<file path="src/rtl/config_text_tokenizer_assert.svh">
// ----------------------------------------------------------------------------
// config_text_tokenizer_assert: assertion macros
// Implication checks sampled on clk, switched off while rst is high.
// ----------------------------------------------------------------------------
`ifndef CONFIG_TEXT_TOKENIZER_ASSERT_SVH
`define CONFIG_TEXT_TOKENIZER_ASSERT_SVH

// same-cycle implication
`define CTT_ASSERT_IMP(label, ante, cons) \
  label: assert property (@(posedge clk) disable iff (rst) (ante) |-> (cons)) \
    else $error("config_text_tokenizer: same-cycle check failed");

// next-cycle implication
`define CTT_ASSERT_NEXT(label, ante, cons) \
  label: assert property (@(posedge clk) disable iff (rst) (ante) |=> (cons)) \
    else $error("config_text_tokenizer: next-cycle check failed");

`endif

</file>
<file path="src/rtl/cttok_pkg.sv">
// ----------------------------------------------------------------------------
// cttok_pkg: shared types, constants and helpers
// Scan modes, token kinds, result word and bundle types, byte classes.
// ----------------------------------------------------------------------------
package cttok_pkg;

  localparam int LINE_BITS = 16;
  localparam logic [LINE_BITS-1:0] LINE_MAX = {LINE_BITS{1'b1}};
  localparam logic [LINE_BITS-1:0] LINE_ONE = LINE_BITS'(1);

  localparam int MAX_ITEMS = 3;
  localparam int QDEPTH    = 4;
  localparam int QPTR_W    = $clog2(QDEPTH);
  localparam int QCNT_W    = QPTR_W + 1;

  localparam logic [7:0] CH_NUL    = 8'h00;
  localparam logic [7:0] CH_TAB    = 8'h09;
  localparam logic [7:0] CH_LF     = 8'h0A;
  localparam logic [7:0] CH_SPACE  = 8'h20;
  localparam logic [7:0] CH_QUOTE  = 8'h22;
  localparam logic [7:0] CH_HASH   = 8'h23;
  localparam logic [7:0] CH_APOS   = 8'h27;
  localparam logic [7:0] CH_COMMA  = 8'h2C;
  localparam logic [7:0] CH_ZERO   = 8'h30;
  localparam logic [7:0] CH_NINE   = 8'h39;
  localparam logic [7:0] CH_COLON  = 8'h3A;
  localparam logic [7:0] CH_LBRACK = 8'h5B;
  localparam logic [7:0] CH_RBRACK = 8'h5D;
  localparam logic [7:0] CH_X      = 8'h78;

  typedef enum logic [7:0] {
    M_IDLE      = 8'b0000_0001,
    M_COMMENT   = 8'b0000_0010,
    M_NUMBER    = 8'b0000_0100,
    M_HEX       = 8'b0000_1000,
    M_WORD      = 8'b0001_0000,
    M_STRING    = 8'b0010_0000,
    M_CHAR      = 8'b0100_0000,
    M_CHARCLOSE = 8'b1000_0000
  } mode_t;

  typedef enum logic [3:0] {
    K_END       = 4'd0,
    K_NUMBER    = 4'd1,
    K_HEX       = 4'd2,
    K_COLON     = 4'd3,
    K_STRING    = 4'd4,
    K_CHARACTER = 4'd5,
    K_LBRACKET  = 4'd6,
    K_RBRACKET  = 4'd7,
    K_COMMA     = 4'd8,
    K_WORD      = 4'd9,
    K_ERROR     = 4'd10
  } kind_t;

  typedef struct packed {
    kind_t       kind;
    logic [7:0]  tbyte;
    logic        first;
    logic        last;
    logic        empty;
    logic [15:0] line;
  } item_t;

  // all result words caused by one text byte
  typedef struct packed {
    logic [1:0]                  count;
    item_t [MAX_ITEMS-1:0]       items;
  } bundle_t;

  typedef struct packed {
    logic    valid;
    bundle_t data;
  } push_t;

  typedef struct packed {
    logic              valid;
    logic              full;
    logic [QCNT_W-1:0] count;
  } q_status_t;

  function automatic logic is_digit(input logic [7:0] b);
    return b inside {[CH_ZERO:CH_NINE]};
  endfunction

  function automatic logic is_hex_letter(input logic [7:0] b);
    return b inside {[8'h61:8'h66], [8'h41:8'h46]};
  endfunction

  function automatic logic is_word_end(input logic [7:0] b);
    return b inside {CH_QUOTE, CH_COLON, CH_LF, CH_TAB, CH_SPACE};
  endfunction

  function automatic logic [LINE_BITS-1:0] line_inc(input logic [LINE_BITS-1:0] l);
    return (l == LINE_MAX) ? l : l + LINE_ONE;
  endfunction

  // saturate the line count onto the 16-bit output field
  function automatic logic [15:0] line_out(input logic [LINE_BITS-1:0] l);
    logic [31:0] w;
    w = 32'(l);
    return (w > 32'h0000_FFFF) ? 16'hFFFF : w[15:0];
  endfunction

  function automatic kind_t mode_kind(input mode_t m);
    case (m)
      M_NUMBER: return K_NUMBER;
      M_HEX:    return K_HEX;
      M_STRING: return K_STRING;
      default:  return K_WORD;
    endcase
  endfunction

  function automatic item_t make_item(input kind_t k, input logic [7:0] b,
                                      input logic f, input logic l, input logic e,
                                      input logic [LINE_BITS-1:0] ln);
    item_t it;
    it.kind  = k;
    it.tbyte = b;
    it.first = f;
    it.last  = l;
    it.empty = e;
    it.line  = line_out(ln);
    return it;
  endfunction

  // closing word of an open multi-byte token
  function automatic item_t close_item(input mode_t m, input logic [7:0] hb,
                                       input logic hv, input logic hf,
                                       input logic [LINE_BITS-1:0] ln);
    return hv ? make_item(mode_kind(m), hb, hf, 1'b1, 1'b0, ln)
              : make_item(mode_kind(m), 8'h00, 1'b1, 1'b1, 1'b1, ln);
  endfunction

endpackage

</file>
<file path="src/rtl/cttok_if.sv">
// ----------------------------------------------------------------------------
// cttok_if: stream channels of the tokenizer
// Text byte channel in, token word channel out; valid/ready handshake.
// ----------------------------------------------------------------------------
interface cttok_in_if;
  logic       valid;
  logic       ready;
  logic [7:0] text_byte;
  logic       end_of_text;

  modport source (output valid, text_byte, end_of_text, input ready);
  modport sink   (input valid, text_byte, end_of_text, output ready);
endinterface

interface cttok_out_if;
  logic        valid;
  logic        ready;
  logic [3:0]  token_kind;
  logic [7:0]  token_byte;
  logic        token_first;
  logic        token_last;
  logic        token_empty;
  logic [15:0] line_number;
  logic        run_end;

  modport source (output valid, token_kind, token_byte, token_first, token_last,
                  token_empty, line_number, run_end, input ready);
  modport sink   (input valid, token_kind, token_byte, token_first, token_last,
                  token_empty, line_number, run_end, output ready);
endinterface

</file>
<file path="src/rtl/cttok_front.sv">
// ----------------------------------------------------------------------------
// cttok_front: byte classifier and scan state
// Takes one text byte a cycle unless the queue is full, updates the scan mode
// and line count, and builds the bundle of token words that the byte causes.
// ----------------------------------------------------------------------------
module cttok_front (
  input  logic                  clk,
  input  logic                  rst,
  cttok_in_if.sink              text,
  input  cttok_pkg::q_status_t  qs,
  output cttok_pkg::push_t      push
);

  cttok_pkg::mode_t                  scan_mode, scan_mode_next;
  logic [7:0]                        held_byte, held_byte_next;
  logic                              held_valid, held_valid_next;
  logic                              held_is_first, held_is_first_next;
  logic [cttok_pkg::LINE_BITS-1:0]   line_count, line_count_next;

  cttok_pkg::bundle_t bnd;
  logic               accept;

  assign text.ready = !qs.full;
  assign accept     = text.valid && text.ready;

  always_comb begin
    cttok_pkg::mode_t                m;
    logic [7:0]                      b;
    logic [7:0]                      hb;
    logic                            hv, hf, fin, fresh;
    logic [cttok_pkg::LINE_BITS-1:0] ln;
    logic [1:0]                      n;

    m     = scan_mode;
    hb    = held_byte;
    hv    = held_valid;
    hf    = held_is_first;
    ln    = line_count;
    b     = text.text_byte;
    fin   = text.end_of_text || (b == cttok_pkg::CH_NUL);
    fresh = 1'b0;
    n     = 2'd0;
    bnd   = '0;

    if (b != cttok_pkg::CH_NUL) begin
      case (m)
        cttok_pkg::M_COMMENT: begin
          if (b == cttok_pkg::CH_LF) begin
            ln = cttok_pkg::line_inc(ln);
            m  = cttok_pkg::M_IDLE;
          end
        end
        cttok_pkg::M_NUMBER, cttok_pkg::M_HEX: begin
          if (m == cttok_pkg::M_NUMBER && hf && b == cttok_pkg::CH_X) begin
            hb = cttok_pkg::CH_ZERO;
            m  = cttok_pkg::M_HEX;
          end else if (cttok_pkg::is_digit(b) || cttok_pkg::is_hex_letter(b)) begin
            bnd.items[n] = cttok_pkg::make_item(cttok_pkg::mode_kind(m), hb, hf,
                                                1'b0, 1'b0, ln);
            n  = n + 2'd1;
            hb = b;
            hv = 1'b1;
            hf = 1'b0;
          end else begin
            bnd.items[n] = cttok_pkg::close_item(m, hb, hv, hf, ln);
            n     = n + 2'd1;
            hb    = 8'h00;
            hv    = 1'b0;
            hf    = 1'b0;
            m     = cttok_pkg::M_IDLE;
            fresh = 1'b1;
          end
        end
        cttok_pkg::M_WORD, cttok_pkg::M_STRING: begin
          if (!cttok_pkg::is_word_end(b)) begin
            if (hv) begin
              bnd.items[n] = cttok_pkg::make_item(cttok_pkg::mode_kind(m), hb, hf,
                                                  1'b0, 1'b0, ln);
              n  = n + 2'd1;
              hf = 1'b0;
            end else begin
              hf = 1'b1;
            end
            hb = b;
            hv = 1'b1;
          end else begin
            // a closing quote of a string is consumed, other enders rescan
            fresh = !(m == cttok_pkg::M_STRING && b == cttok_pkg::CH_QUOTE);
            bnd.items[n] = cttok_pkg::close_item(m, hb, hv, hf, ln);
            n  = n + 2'd1;
            hb = 8'h00;
            hv = 1'b0;
            hf = 1'b0;
            m  = cttok_pkg::M_IDLE;
          end
        end
        cttok_pkg::M_CHAR: begin
          m = cttok_pkg::M_CHARCLOSE;
          bnd.items[n] = cttok_pkg::make_item(cttok_pkg::K_CHARACTER, b,
                                              1'b1, 1'b1, 1'b0, ln);
          n = n + 2'd1;
        end
        cttok_pkg::M_CHARCLOSE: begin
          m     = cttok_pkg::M_IDLE;
          fresh = (b != cttok_pkg::CH_APOS);
        end
        default: begin
          m     = cttok_pkg::M_IDLE;
          fresh = 1'b1;
        end
      endcase

      // byte seen between tokens
      if (fresh) begin
        if (cttok_pkg::is_digit(b)) begin
          m  = cttok_pkg::M_NUMBER;
          hb = b;
          hv = 1'b1;
          hf = 1'b1;
        end else begin
          case (b)
            cttok_pkg::CH_HASH:  m  = cttok_pkg::M_COMMENT;
            cttok_pkg::CH_LF:    ln = cttok_pkg::line_inc(ln);
            cttok_pkg::CH_TAB, cttok_pkg::CH_SPACE: begin
            end
            cttok_pkg::CH_COLON: begin
              bnd.items[n] = cttok_pkg::make_item(cttok_pkg::K_COLON, b,
                                                  1'b1, 1'b1, 1'b0, ln);
              n = n + 2'd1;
            end
            cttok_pkg::CH_LBRACK: begin
              bnd.items[n] = cttok_pkg::make_item(cttok_pkg::K_LBRACKET, b,
                                                  1'b1, 1'b1, 1'b0, ln);
              n = n + 2'd1;
            end
            cttok_pkg::CH_RBRACK: begin
              bnd.items[n] = cttok_pkg::make_item(cttok_pkg::K_RBRACKET, b,
                                                  1'b1, 1'b1, 1'b0, ln);
              n = n + 2'd1;
            end
            cttok_pkg::CH_COMMA: begin
              bnd.items[n] = cttok_pkg::make_item(cttok_pkg::K_COMMA, b,
                                                  1'b1, 1'b1, 1'b0, ln);
              n = n + 2'd1;
            end
            cttok_pkg::CH_QUOTE: begin
              m  = cttok_pkg::M_STRING;
              hv = 1'b0;
              hf = 1'b0;
            end
            cttok_pkg::CH_APOS: m = cttok_pkg::M_CHAR;
            default: begin
              if (b[7]) begin
                bnd.items[n] = cttok_pkg::make_item(cttok_pkg::K_ERROR, b,
                                                    1'b1, 1'b1, 1'b0, ln);
                n = n + 2'd1;
              end else begin
                m  = cttok_pkg::M_WORD;
                hb = b;
                hv = 1'b1;
                hf = 1'b1;
              end
            end
          endcase
        end
      end
    end

    // end of text: close what is open, then the end token, then reset
    if (fin) begin
      if (m == cttok_pkg::M_NUMBER || m == cttok_pkg::M_HEX ||
          m == cttok_pkg::M_WORD || m == cttok_pkg::M_STRING) begin
        bnd.items[n] = cttok_pkg::close_item(m, hb, hv, hf, ln);
        n = n + 2'd1;
      end else if (m == cttok_pkg::M_CHAR) begin
        bnd.items[n] = cttok_pkg::make_item(cttok_pkg::K_CHARACTER, 8'h00,
                                            1'b1, 1'b1, 1'b1, ln);
        n = n + 2'd1;
      end
      bnd.items[n] = cttok_pkg::make_item(cttok_pkg::K_END, 8'h00,
                                          1'b1, 1'b1, 1'b1, ln);
      n  = n + 2'd1;
      m  = cttok_pkg::M_IDLE;
      hb = 8'h00;
      hv = 1'b0;
      hf = 1'b0;
      ln = cttok_pkg::LINE_ONE;
    end

    bnd.count          = n;
    scan_mode_next     = m;
    held_byte_next     = hb;
    held_valid_next    = hv;
    held_is_first_next = hf;
    line_count_next    = ln;
  end

  assign push.valid = accept && (bnd.count != 2'd0);
  assign push.data  = bnd;

  always_ff @(posedge clk) begin
    if (rst) begin
      scan_mode     <= cttok_pkg::M_IDLE;
      held_byte     <= 8'h00;
      held_valid    <= 1'b0;
      held_is_first <= 1'b0;
      line_count    <= cttok_pkg::LINE_ONE;
    end else if (accept) begin
      scan_mode     <= scan_mode_next;
      held_byte     <= held_byte_next;
      held_valid    <= held_valid_next;
      held_is_first <= held_is_first_next;
      line_count    <= line_count_next;
    end
  end

endmodule

</file>
<file path="src/rtl/cttok_queue.sv">
// ----------------------------------------------------------------------------
// cttok_queue: bundle queue between classifier and emitter
// Small circular buffer of result bundles; one push and one pop a cycle.
// ----------------------------------------------------------------------------
module cttok_queue (
  input  logic                  clk,
  input  logic                  rst,
  input  cttok_pkg::push_t      push,
  input  logic                  pop,
  output cttok_pkg::bundle_t    head,
  output cttok_pkg::q_status_t  qs
);

  cttok_pkg::bundle_t               slots [cttok_pkg::QDEPTH];
  logic [cttok_pkg::QPTR_W-1:0]     wr_ptr, rd_ptr;
  logic [cttok_pkg::QCNT_W-1:0]     count;
  logic                             do_push, do_pop;

  assign qs.valid = (count != '0);
  assign qs.full  = (count == cttok_pkg::QCNT_W'(cttok_pkg::QDEPTH));
  assign qs.count = count;
  assign head     = slots[rd_ptr];

  assign do_push = push.valid && !qs.full;
  assign do_pop  = pop && qs.valid;

  always_ff @(posedge clk) begin
    if (do_push) slots[wr_ptr] <= push.data;
  end

  always_ff @(posedge clk) begin
    if (rst) begin
      wr_ptr <= '0;
      rd_ptr <= '0;
      count  <= '0;
    end else begin
      if (do_push) wr_ptr <= wr_ptr + cttok_pkg::QPTR_W'(1);
      if (do_pop)  rd_ptr <= rd_ptr + cttok_pkg::QPTR_W'(1);
      case ({do_push, do_pop})
        2'b10:   count <= count + cttok_pkg::QCNT_W'(1);
        2'b01:   count <= count - cttok_pkg::QCNT_W'(1);
        default: count <= count;
      endcase
    end
  end

endmodule

</file>
<file path="src/rtl/cttok_back.sv">
// ----------------------------------------------------------------------------
// cttok_back: token word emitter
// Holds one bundle, hands out one word a cycle while ready, marks the last.
// ----------------------------------------------------------------------------
module cttok_back (
  input  logic                  clk,
  input  logic                  rst,
  input  cttok_pkg::bundle_t    head,
  input  cttok_pkg::q_status_t  qs,
  output logic                  pop,
  cttok_out_if.source           tokens
);

  cttok_pkg::bundle_t cur;
  logic               cur_valid;
  logic [1:0]         idx;
  cttok_pkg::item_t   item;
  logic               last_word, take, load;

  assign item      = cur.items[idx];
  assign last_word = (idx == cur.count - 2'd1);
  assign take      = tokens.valid && tokens.ready;
  assign load      = !cur_valid || (take && last_word);
  assign pop       = load && qs.valid;

  assign tokens.valid       = cur_valid;
  assign tokens.token_kind  = item.kind;
  assign tokens.token_byte  = item.tbyte;
  assign tokens.token_first = item.first;
  assign tokens.token_last  = item.last;
  assign tokens.token_empty = item.empty;
  assign tokens.line_number = item.line;
  assign tokens.run_end     = last_word;

  always_ff @(posedge clk) begin
    if (pop) cur <= head;
  end

  always_ff @(posedge clk) begin
    if (rst) begin
      cur_valid <= 1'b0;
      idx       <= 2'd0;
    end else if (load) begin
      cur_valid <= qs.valid;
      idx       <= 2'd0;
    end else if (take) begin
      idx <= idx + 2'd1;
    end
  end

endmodule

</file>
<file path="src/rtl/config_text_tokenizer.sv">
// ----------------------------------------------------------------------------
// config_text_tokenizer: streaming tokenizer for config text
// Text bytes in, tagged token words out, through a classifier, a bundle
// queue and an emitter.
// ----------------------------------------------------------------------------
// One text byte is taken every cycle while the four-bundle queue has room;
// the classifier settles scan mode, held byte and line count for that byte
// in the same cycle and queues the zero to three token words it causes. The
// emitter sends one token word a cycle while the sink is ready, so the
// sustained rate is one byte per cycle while bytes yield at most one word
// each, and one word per cycle otherwise (the output port sets the figure).
// The first word of a byte passes a queue slot and the emitter's bundle
// register before it is offered, and waits there while the emitter sends
// earlier words. A token's held byte goes out as a word when the next byte
// arrives, or in the closing word; run_end marks each byte's last word.
// A zero byte or end_of_text closes open tokens, adds an end token and
// returns the scan state to line one.
// ----------------------------------------------------------------------------
module config_text_tokenizer (
  input  logic         clk,
  input  logic         rst,
  cttok_in_if.sink     text,
  cttok_out_if.source  tokens
);

`include "config_text_tokenizer_assert.svh"

  cttok_pkg::push_t      push;      // classifier -> queue
  cttok_pkg::bundle_t    head;      // oldest queued bundle
  cttok_pkg::q_status_t  qs;        // queue fill state
  logic                  pop;       // emitter takes the head bundle

  // front: accepts and classifies bytes
  cttok_front u_front (
    .clk  (clk),
    .rst  (rst),
    .text (text),
    .qs   (qs),
    .push (push)
  );

  // short queue so each side can stall on its own
  cttok_queue u_queue (
    .clk  (clk),
    .rst  (rst),
    .push (push),
    .pop  (pop),
    .head (head),
    .qs   (qs)
  );

  // back: serialises queued words onto the output channel
  cttok_back u_back (
    .clk    (clk),
    .rst    (rst),
    .head   (head),
    .qs     (qs),
    .pop    (pop),
    .tokens (tokens)
  );

  // shape of an empty word, and of the end token
  logic empty_ok, end_ok;

  assign empty_ok = tokens.token_first && tokens.token_last &&
                    (tokens.token_byte == 8'h00);
  assign end_ok   = tokens.run_end && (tokens.line_number != 16'h0000);

  // queue never overfills, and a full queue blocks input
  `CTT_ASSERT_IMP(a_q_bound, 1'b1, qs.count <= cttok_pkg::QCNT_W'(cttok_pkg::QDEPTH))
  `CTT_ASSERT_IMP(a_full_stalls, qs.full, !text.ready)
  // an empty token is a single word with a zero byte
  `CTT_ASSERT_IMP(a_empty_word, tokens.valid && tokens.token_empty, empty_ok)
  // the end token always closes its byte's run
  `CTT_ASSERT_IMP(a_end_last, tokens.valid && (tokens.token_kind == cttok_pkg::K_END), end_ok)

endmodule
</file>
<file path="src/flat_wrapper.sv">
// flat-port wrapper written by rule: the top's interface ports become plain ports
module config_text_tokenizer_flat 
  (clk, rst, text_valid, text_text_byte, text_end_of_text, text_ready, tokens_valid, tokens_token_kind, tokens_token_byte, tokens_token_first, tokens_token_last, tokens_token_empty, tokens_line_number, tokens_run_end, tokens_ready);
  cttok_in_if text_i ();
  cttok_out_if tokens_i ();
  input  logic clk;
  input  logic rst;
  input wire logic [$bits(text_i.valid)-1:0] text_valid;
  input wire logic [$bits(text_i.text_byte)-1:0] text_text_byte;
  input wire logic [$bits(text_i.end_of_text)-1:0] text_end_of_text;
  output wire logic [$bits(text_i.ready)-1:0] text_ready;
  output wire logic [$bits(tokens_i.valid)-1:0] tokens_valid;
  output wire logic [$bits(tokens_i.token_kind)-1:0] tokens_token_kind;
  output wire logic [$bits(tokens_i.token_byte)-1:0] tokens_token_byte;
  output wire logic [$bits(tokens_i.token_first)-1:0] tokens_token_first;
  output wire logic [$bits(tokens_i.token_last)-1:0] tokens_token_last;
  output wire logic [$bits(tokens_i.token_empty)-1:0] tokens_token_empty;
  output wire logic [$bits(tokens_i.line_number)-1:0] tokens_line_number;
  output wire logic [$bits(tokens_i.run_end)-1:0] tokens_run_end;
  input wire logic [$bits(tokens_i.ready)-1:0] tokens_ready;
  assign text_i.valid = text_valid;
  assign text_i.text_byte = text_text_byte;
  assign text_i.end_of_text = text_end_of_text;
  assign text_ready = text_i.ready;
  assign tokens_valid = tokens_i.valid;
  assign tokens_token_kind = tokens_i.token_kind;
  assign tokens_token_byte = tokens_i.token_byte;
  assign tokens_token_first = tokens_i.token_first;
  assign tokens_token_last = tokens_i.token_last;
  assign tokens_token_empty = tokens_i.token_empty;
  assign tokens_line_number = tokens_i.line_number;
  assign tokens_run_end = tokens_i.run_end;
  assign tokens_i.ready = tokens_ready;
  config_text_tokenizer u_core (.clk(clk), .rst(rst), .text(text_i), .tokens(tokens_i));
endmodule
</file>
<file path="config.mk">
export PLATFORM = sky130hd
export DESIGN_NAME = config_text_tokenizer_flat
export DESIGN_NICKNAME = d
export VERILOG_FILES = /design/src/rtl/cttok_pkg.sv /design/src/rtl/cttok_if.sv /design/src/rtl/cttok_front.sv /design/src/rtl/cttok_queue.sv /design/src/rtl/cttok_back.sv /design/src/rtl/config_text_tokenizer.sv /design/src/flat_wrapper.sv
export VERILOG_INCLUDE_DIRS = /design/src /design/src/rtl
export SDC_FILE = /design/constraint.sdc
export NUM_CORES = 1
export LEC_CHECK = 0
export ABC_AREA = 1
export BUFFER_PORTS_ARGS = -buffer_cell sky130_fd_sc_hd__buf_2
export CORE_MARGIN = 10
export CORE_UTILIZATION = 57
export DETAILED_ROUTE_END_ITERATION = 10
export PLACE_DENSITY = 0.76
export SYNTH_ARGS = -nofsm -noshare
export SYNTH_HDL_FRONTEND = slang
export SYNTH_SLANG_ARGS = --single-unit
</file>
<file path="constraint.sdc">
create_clock -name clk -period 7.21 [get_ports clk]
set_input_delay 0.3605 -clock clk [delete_from_list [all_inputs] [get_ports clk]]
set_output_delay 0.3605 -clock clk [all_outputs]
set_load 0.1 [all_outputs]
</file>
==> flow_summary_export.csv <==
group,metric,value,unit
power,leakage,9.53,nW
setup_path,cp-endpoint,"u_core.u_queue.count[2]",
global_routing,antenna_found_initial,1,
synth,ys_async_sr_fraction,0,%
timing,slew_headroom,30.8,%
synth,syn_area,24400,um^2
cts,clk_latency,0.61,ns
synth,ys_seq_area_share,62.1,%
timing,setup_violations,0,
global_routing,grt_pass1_vias,17400,
placed_design,dpl_cell_area,25100,um^2
timing,worst_pin_slew,1.04,ns
setup_path,crit_type,"flop to flop",
global_routing,grt_usage,26.8,%
cts,cts-resized-gates,0,
setup_path,slowest_delay,0.48,ns
cts,clock_sinks,519,
route,vias,18600,
cells_and_area,drive_gt1_share,10.3,%
floorplan,coreArea,42100,um^2
cts,htreeDepth,2,
global_routing,grt_max_degree,104,
route,wl_met2,31300,um
synth,synthCells,2433,
cells_and_area,final_area,26700,um^2
timing,fmax,174,MHz
synth,synth.top_cell.area_share,58.5,%
setup_path,r2r_start,"u_core.u_front.scan_mode[7]",
timing,rsz0062_at_grt,"no",
worst_hold_path,hp-class,"input port to flop",
floorplan,io_pins,47,
synth,synth_fp_nets,2461,
route,first_pass_iters,6,
cts,clk_pin_slew,0.08,ns
cts,cts-root-buf,"clkbuf_16",
route,routed_via_density,6.17,
job,cap_violations,0,
placed_design,hpwl,45600,um
route,wire_per_inst,22.9,um
timing,hold_violations,0,
cts,hold_buffers,0,
route,wl_met3,6680,um
power,ir_drop,0.325,mV
synth,ys_ff_latch,519,
route,top_layer,"met5",
synth,yosys-top-cells-area,"edfxtp_1 (58%), nor2_1 (6.3%), o21ai_0 (5.8%)",
cells_and_area,antenna_cells,0,
power,powerDensity,354,nW/um^2
setup_path,critPathCaptureType,"flop",
cells_and_area,nets,2468,
placed_design,dpl_worst_slack,1.40,ns
floorplan,fp.dieH,227,um
setup_path,reg2reg_depth,28,
run_status,status,"complete, no violations",
route,route.detailed.drc,0,
setup_path,cp.arrival,6.20,ns
route,initialDrtViolationCount,2792,
setup_path,path_common_cell,"nand2_1",
cts,cts_setup_buffers,0,
timing,worst_clock_skew,0.0396,ns
floorplan,start_util,57.9,%
setup_path,timing.rr.end,"u_core.u_queue.count[2]",
timing,finalCritPeriodShare,79.5,%
timing,post-route-min-period,5.73,ns
setup_path,worstSetupStartpointType,"flop",
timing,slew_viol_final,0,
setup_path,crit_fanout,14,
placed_design,io_buffers,46,
synth,avgSynthCellArea,10.0,um^2
cts,cts.path.max_buffers,3,
floorplan,die_w,227,um
setup_path,r2r_slack,1.48,ns
timing,fin_ws,1.48,ns
timing,final.setup.tns,0,ns
floorplan,row_count,75,
cts,cts_tree,"done",
route,wirelength,69100,um
global_routing,overflow,0,
synth,yosysWarnings,0,
cells_and_area,area_growth,9.66,%
cells_and_area,fin_util,63.5,%
route,met1_length,29300,um
placed_design,place_congestion,1.02,
synth,ys.flop_type,"edfxtp_1",
route,drtAntennaViolNets,0,
cts,cts_inserted_buffers,51,
setup_path,critPathLaunch,"u_core.u_front.scan_mode[7]",
global_routing,grt_pass1_wl,105000,um
floorplan,dieArea,51500,um^2
setup_path,required,7.68,ns
synth,synth_top_area_cell,"edfxtp_1",
setup_path,cp_slowest_cell,"nor3_2",
synth,synth.distinct_cells,53,
synth,synth_edf_count,475,
-- final cells by class --
type	instances	area (um^2)
Fill cell	3214	15400
Sequential cell	519	15200
Multi-Input combinational cell	1618	8130
Clock buffer	65	1330
Tap cell	539	674
Inverter	172	648
Timing Repair Buffer	78	546
Clock inverter	31	265
-- synthesized netlist by cell type, types with 5 or more instances --
master      n
o211ai_1   16
buf_2       5
nand3_2     5
nand2_2    21
a22oi_1     5
o22ai_1   114
a31oi_1     7
edfxtp_1  475
nand4_1    18
nor2_1    408
o21ai_0   282
ha_1       14
a211oi_1    6
nor2_4      7
xor2_2      9
a21oi_1    70
o31ai_1    39
dfxtp_1    44
inv_2      20
inv_1     149
clkbuf_1  104
xor2_1      8
nor2_2     13
nor3_1     18
nand2_1   341
nand3_1   143
buf_1       9
nor3_2      5
o21ai_1    31
-- routing by layer --
layer,up-vias,track usage [%]
met5,-,0
li1,8606,-
met1,8946,38.9
met2,962,41.0
met3,129,4.47
met4,2,7.25
-- layout by cell type, fill, tap and decap left out, types with 26 or more instances in the layout --
master	netlist	routed
o22ai_1	114	114
inv_1	149	147
clkbuf_16	0	51
dfxtp_1	44	41
edfxtp_1	475	475
buf_4	3	26
a21oi_1	70	70
nor2_1	408	403
o31ai_1	39	39
nand2_1	341	341
buf_2	5	46
o21ai_0	282	282
o21ai_1	31	31
nand3_1	143	143
-- cells by family (layout without fill, tap and decap cells) --
logic type	count (synthesis)	after routing	synth area share, %
and+or+nand+nor	996	996	17.7
DFF	519	519	62.1
xor gates and xnor gates	20	20	1.07
muxes	1	1	0.0410
AOI/OAI and AO/OA	586	586	13.6
buffers and inverters	296	346	4.72
adders and majority gates	15	15	0.800
-- state kept, by name (all words and copies together) (netlist names) --
name / count
u_core.u_back.cur: 95
u_core.u_back.tokens.valid: 1
u_core.u_front.line_count: 16
u_core.u_front.held_is_first: 1
u_core.u_front.held_byte: 8
u_core.u_queue.wr_ptr: 2
u_core.u_queue.count: 3
u_core.u_back.idx: 2
u_core.u_front.held_valid: 1
u_core.u_queue.rd_ptr: 2
u_core.u_queue.slots: 380
u_core.u_front.scan_mode: 8
-- where the power goes --
group / total, mW / internal [mW] / switching [mW]
combinational: 2.78 / 0.550 / 2.23
sequential: 4.15 / 3.98 / 0.170
clock: 2.54 / 1.42 / 1.12
-- critical path, delay by kind of cell (launching register included) --
family | cells | cell delay [ns]
adder cells (fa/ha/maj) | 3 | 0.88
flip-flops | 1 | 0.37
buffers and inverters | 2 | 0.17
AND/OR/NAND/NOR | 17 | 3.12
AO/OA/AOI/OAI | 6 | 1.03
-- worst min path at each step --
stage	startpoint	end	slack [ns]	cells after the start
5_1_grt	tokens_ready	u_core.u_back.idx[0]	0.12	3
2_1_floorplan	u_core.u_queue.count[0]	u_core.u_queue.count[0]	0.44	1
3_3_place_gp	u_core.u_front.held_byte[7]	u_core.u_front.held_byte[7]	0.45	2
4_1_cts	tokens_ready	u_core.u_back.idx[0]	0.1	3
3_5_place_dp	u_core.u_front.held_byte[7]	u_core.u_front.held_byte[7]	0.46	2
6_report	tokens_ready	u_core.u_back.tokens.valid	0.12	4
-- stage by stage --
stage / std cells / hold WS, ns / total power [mW]
final: 3022 / 0.119 / 9.47
after global routing: 3022 / 0.121 / 9.87
after CTS: 3022 / 0.0989 / 9.49
after detailed placement: 2926 / 0.456 / 6.98
after global placement: 2926 / 0.453 / 6.91
after floorplan: 2433 / 0.444 / 6.26
Power figures use the tool's default switching activity.
